===== config.mk =====
export PLATFORM = sky130hd
export DESIGN_NAME = sdof_ctrl
export DESIGN_NICKNAME = d
export VERILOG_FILES = /design/src/hw/rtl/sdof_pkg.sv /design/src/hw/rtl/sdof_ctrl.sv
export SDC_FILE = /design/constraint.sdc
export NUM_CORES = 1
export LEC_CHECK = 0
export BUFFER_PORTS_ARGS = -buffer_cell sky130_fd_sc_hd__buf_4
export CAP_MARGIN = 25
export CORE_AREA = 8 8 45 47
export DETAILED_ROUTE_END_ITERATION = 7
export DIE_AREA = 0 0 53 55
export SLEW_MARGIN = 0
export SYNTH_ARGS = -nofsm -noshare
export SYNTH_HDL_FRONTEND = slang
export SYNTH_SLANG_ARGS = --single-unit

===== constraint.sdc =====
create_clock -name clk -period 1.6 [get_ports clk]
set_input_delay 0.16 -clock clk [delete_from_list [all_inputs] [get_ports clk]]
set_output_delay 0.16 -clock clk [all_outputs]
set_load 0.05 [all_outputs]

===== src/hw/rtl/sdof_pkg.sv =====
// shared types and constants for the stereo disparity occlusion filter
// no dependencies; used by sdof_ctrl, sdof_dp and the top level

package sdof_pkg;

  localparam logic [1:0] CFG_SCALE     = 2'd0;
  localparam logic [1:0] CFG_ROW_WIDTH = 2'd1;
  localparam logic [1:0] CFG_MIN_DISP  = 2'd2;

  localparam logic KIND_LOAD = 1'b0;
  localparam logic KIND_READ = 1'b1;

  typedef struct packed {
    logic       kind;
    logic [7:0] disparity;
  } pixel_t;

  typedef struct packed {
    logic [7:0] clean_disparity;
    logic [9:0] column;
    logic       last_of_row;
    logic       valid_res;
  } result_t;

  typedef enum logic [1:0] {
    SW_CLEAR,
    SW_FWD,
    SW_BWD,
    SW_OUT
  } sweep_mode_t;

  typedef enum logic [3:0] {
    S_INIT,
    S_CLEAR,
    S_LOAD_IDLE,
    S_LOAD_WR,
    S_PASS1,
    S_PASS2,
    S_PASS3,
    S_READ_IDLE,
    S_READ_WAIT
  } state_t;

  typedef struct packed {
    logic        load_issue;
    logic        load_commit;
    logic        read_commit;
    logic        zero_result;
    logic        sweep_start;
    sweep_mode_t sweep_mode;
  } dp_cmd_t;

  typedef struct packed {
    logic load_full;
    logic sweep_done;
    logic read_last;
    logic out_free;
  } dp_status_t;

endpackage


===== src/hw/rtl/sdof_ctrl.sv =====
// controller state machine: request sequencing, row phases and sweep passes
// depends on sdof_pkg

module sdof_ctrl import sdof_pkg::*; (
  input  logic       clk,
  input  logic       rst,
  input  logic       pixel_valid,
  input  logic       pixel_kind,
  output logic       pixel_stall,
  output dp_cmd_t    cmd,
  input  dp_status_t status
);

  state_t state, state_next;
  logic   can_take;
  logic   accept;

  always_ff @(posedge clk) begin
    if (rst) begin
      state <= S_INIT;
    end else begin
      state <= state_next;
    end
  end

  always_comb begin
    can_take    = ((state == S_LOAD_IDLE) || (state == S_READ_IDLE)) && status.out_free;
    accept      = pixel_valid && can_take;
    pixel_stall = !can_take;
    state_next  = state;
    cmd         = '0;
    cmd.sweep_mode = SW_CLEAR;
    case (state)
      S_INIT: begin
        cmd.sweep_start = 1'b1;
        cmd.sweep_mode  = SW_CLEAR;
        state_next      = S_CLEAR;
      end
      S_CLEAR: begin
        if (status.sweep_done) state_next = S_LOAD_IDLE;
      end
      S_LOAD_IDLE: begin
        if (accept) begin
          if (pixel_kind == KIND_LOAD) begin
            cmd.load_issue = 1'b1;
            state_next     = S_LOAD_WR;
          end else begin
            cmd.zero_result = 1'b1;
          end
        end
      end
      S_LOAD_WR: begin
        cmd.load_commit = 1'b1;
        if (status.load_full) begin
          cmd.sweep_start = 1'b1;
          cmd.sweep_mode  = SW_FWD;
          state_next      = S_PASS1;
        end else begin
          state_next = S_LOAD_IDLE;
        end
      end
      S_PASS1: begin
        if (status.sweep_done) begin
          cmd.sweep_start = 1'b1;
          cmd.sweep_mode  = SW_BWD;
          state_next      = S_PASS2;
        end
      end
      S_PASS2: begin
        if (status.sweep_done) begin
          cmd.sweep_start = 1'b1;
          cmd.sweep_mode  = SW_OUT;
          state_next      = S_PASS3;
        end
      end
      S_PASS3: begin
        if (status.sweep_done) state_next = S_READ_IDLE;
      end
      S_READ_IDLE: begin
        // loads during readout are dropped
        if (accept && (pixel_kind == KIND_READ)) state_next = S_READ_WAIT;
      end
      S_READ_WAIT: begin
        cmd.read_commit = 1'b1;
        state_next      = status.read_last ? S_LOAD_IDLE : S_READ_IDLE;
      end
      default: begin
        state_next = S_INIT;
      end
    endcase
  end

endmodule


-- Word level (Yosys, flattened, before mapping)
Index checks and enable logic that the tools add are counted.
W data, S select, Z words.
- output and inout port bits: 8
- register bits: 4
- word-level logic and storage cells: 45
- input bits: 8
- equal/unequal tests: 15
- reductions and logical operators: 7
- muxes and demuxes: 22
- operators with widths (operator ; number):
    $pmux W4 S9 ; 1
    $mux W4 ; 7
    $eq A4 B3 Y1 const B ; 4
    $mux W3 ; 5
    $ne A2 B2 Y1 const B ; 6
    $pmux W3 S4 ; 1
    $eq A4 B2 Y1 const B ; 2
    $mux W1 ; 8
    $reduce_and A7 Y1 ; 1
    $eq A4 B1 Y1 const B ; 1
    $eq A4 B4 Y1 const B ; 1
    $logic_not A4 Y1 ; 1
    $logic_and A1 B1 Y1 ; 3
    $ne A2 B1 Y1 const B ; 1
    $logic_not A1 Y1 ; 1
    $logic_or A1 B1 Y1 ; 1

-- Logic depth before layout (Yosys ltp)
- word-level depth: 7
- mapped depth: 6
- gate-level depth less buffers: 5

-- Worst setup path after synthesis
No wires, ideal clock.
- path kind: reg-to-output
- start point: register state[3]
- end point: output cmd[4] (netlist name)
- data required time: 1440 ps
- setup slack: -865 ps
- arrival: 2305 ps
- cell stages (with the launch flop): 3
- buffers on the path: 1
- path through: dfxtp_1 -> clkbuf_1 -> nor4b_1
- RTL lines (element ; line ; RTL):
    from (decl) ; sdof_ctrl.sv:14 ; state_t state, state_next;
    from (signal assigned) ; sdof_ctrl.sv:22 ; state <= state_next;
    to (decl) ; sdof_ctrl.sv:10 ; output dp_cmd_t cmd,

==> results.md <==
* Fmax at 644 MHz
* CTS tree: built
* Routed met1 length at 621 um
* Syn nets at 68
* CP max FO at 7
* Top routing layer in use: met4
* Largest Register: state
* Iter 0 DRT Violations at 11
* Worst path bufs/invs at 2
* Worst Setup Path Type: reg2out
* Worst reg-to-reg setup slack at 70 ps
* Largest net degree at the start of global routing at 11
* Post-Synthesis Cells at 60
* Hold Path End: state[0]$_SDFFE_PP0P_
* Initial antenna violation count at 0
* Detailed Place HPWL at 1.07 mm
* Die width at 53 um
* Leak pwr at 0.288 nW
* Hold slack at 102 ps
* CTS Root Cell: clkbuf_4
* H-tree depth at 1
* Max cap viols at 0
* CP endpoint kind: primary output
* Grt total ovfl at 0
* Final setup vio count at 0
* Met2 wire length at 670 um
* Critical Path RT at 1440 ps
* CTS Buf Count at 3
* GP Congestion at 0.875
* Status: completed
* Cts hold-fix bufs at 0
* FF+latch count, synth at 4
* DIE AREA at 0.00292 mm^2
* Tot GR Track Use at 0.0951
* HP Start: rst
* FF+latch area at 88.8 um^2
* Starting Density at 0.321
* Avg Inst Size Synth at 7.40 um^2
* Chip height at 55 um
* CP max stage delay at 370 ps
* Number of global-route vias before repair at 510
* CTS clk-pin slew, worst paths at 40 ps
* Number of routed nets with antenna violations at 0
* Crit-path leading delay family: flip-flops
* R2r startpoint: state[0]$_SDFFE_PP0P_
* Met3 wire len at 70 um
* Arr. time, crit path at 1390 ps
* Slew HR at 0.736
* Pins Over Slew Limit at 0
* Post-layout minimum cycle time at 1550 ps
* Main synth FF type: dfxtp_1
* N_diodes at 0
* Top Registers: state x4
* Footprint of the multi-input gates at 390 um^2
* Synth cell types at 32
* Final period util at 0.970
* Hold depth at 2
* Nets@finish at 91
* Via count at 526
* First-pass GRT wire length at 2.18 mm
* Unrepaired setup endpoints after global routing: yes
* CTS Sinks at 4
* PD cells at 1900 mW/mm^2
* Setup TNS at 0 ps
* Drt wl/cell at 14.1 um
* Sequential share of the synthesized area at 0.180
* Layout overhead on the synthesized area at 58.9%
* Routed wire length at 1.37 mm
* Number of synthesized flops with an enable pin at 0
* Filler cell count at 141
* Slew @ Worst Pin at 392 ps
* Mapped cell area at 444 um^2
* Layout cell share with drive strength beyond 1 at 0.556
* Cells on worst reg2reg path at 5
* Port Buffers at 15
* Worst setup SP type: register
* Drt pass-1 iters at 4
* Via density at 5.42
* Core Box Area at 0.00138 mm^2
* Clk_lat worst skew at 240 ps
* Clock Tree Buf Depth at 2
* Critical path depth at 5
* VDD IR max at 0.937 mV
* Row count at 14
* Final Hold Fails at 0
* IO Count at 16
* Post-synth ARST share at 0
* R2r endpoint: state[0]$_SDFFE_PP0P_
* Worst min path class: in2reg
* # DRC at 0
* CP max stage cell: dfxtp_4
* Clk_skew at 9.13 ps
* Yosys Warn Count at 0
* Max FFs per register at 4
* Cells along the critical path: buf_4 > nor2_4 > nor2_1 > a221oi_2 > buf_6
## what timing repair did
action                                  4_1_cts  5_1_grt
endpoints found under the setup margin        2        4
setup buffers                                 0        0
hold endpoints to repair                      0        0
pin swaps                                     0        4
gates resized for setup                       4       10
## final cells by class
| class | count | area share |
|---|---|---|
| multi-input cells | 50 | 0.553 |
| repair buffers | 23 | 0.255 |
| flip-flops and latches | 4 | 0.126 |
| clock buffers | 3 | 0.0319 |
| well taps | 16 | 0.0284 |
| inverters | 1 | 0.00532 |
## synthesized netlist by cell type, types with 2 or more instances
cell | n | area share
nand2_1 | 5 | 0.042
clkbuf_1 | 2 | 0.017
nor4b_1 | 2 | 0.039
nand3b_1 | 2 | 0.034
nand3_1 | 2 | 0.023
dfxtp_1 | 4 | 0.18
nand2b_1 | 2 | 0.028
mux2i_1 | 2 | 0.045
buf_6 | 2 | 0.051
nor2_1 | 10 | 0.085
o21ai_0 | 2 | 0.023
a21oi_1 | 3 | 0.034
nor4_1 | 3 | 0.042
## layout by cell type (no fill, tap or decap), drive strengths merged, types with 3 or more instances in the layout
cell	count
a21oi	3
buf	23
clkbuf	3
dfxtp	4
nand2	5
nand2b	3
nor2	11
nor4	3
o21ai	3
## report_power, final
group          total [mW]  internal (mW)  switching [mW]
clock network       0.130         0.0842          0.0460
registers           0.215          0.151          0.0640
logic               0.996          0.433           0.562
total                1.34          0.668           0.672
## how the worst max path moves through the flow
stage | startpoint | end | slack, ps
floorplan | state[3]$_SDFFE_PP0P_ | cmd[4] | -250
CTS | state[1]$_SDFFE_PP0P_ | cmd[2] | 5
detailed placement | state[0]$_SDFFE_PP0P_ | state[2]$_SDFFE_PP0P_ | 30
global placement | state[1]$_SDFFE_PP0P_ | state[2]$_SDFFE_PP0P_ | 30
global route | state[0]$_SDFFE_PP0P_ | cmd[0] | -10
finish | state[1]$_SDFFE_PP0P_ | cmd[2] | 50
## through the flow
step | utilization | total power, mW | setup WS, ps | area (um^2) | std cells
finish | 0.510 | 1.34 | 48.2 | 706 | 97
detailed placement | 0.458 | 1.09 | 27.8 | 633 | 94
global placement | 0.458 | 1.09 | 29.5 | 633 | 94
floorplan | - | 0.878 | -251 | 478 | 60
global route | 0.510 | 1.44 | -14.1 | 706 | 97
CTS | 0.480 | 1.26 | 4.93 | 664 | 97
## metal layers
metal | vias to the layer above | GRT usage
li1 | 264 | -
met1 | 246 | 0.119
met2 | 13 | 0.154
met3 | 3 | 0.0294
met4 | 0 | 0.0259
met5 | - | 0
## logic make-up (layout without fill, tap and decap cells)
kind of cell	count (synthesis)	after routing	synth area share
simple gates	35	35	0.445
compound gates	12	12	0.217
flops	4	4	0.180
buf+inv	6	27	0.0930
xor+xnor	1	1	0.0197
mux	2	2	0.0451
Note: power is estimated with default switching activity, not from simulation.
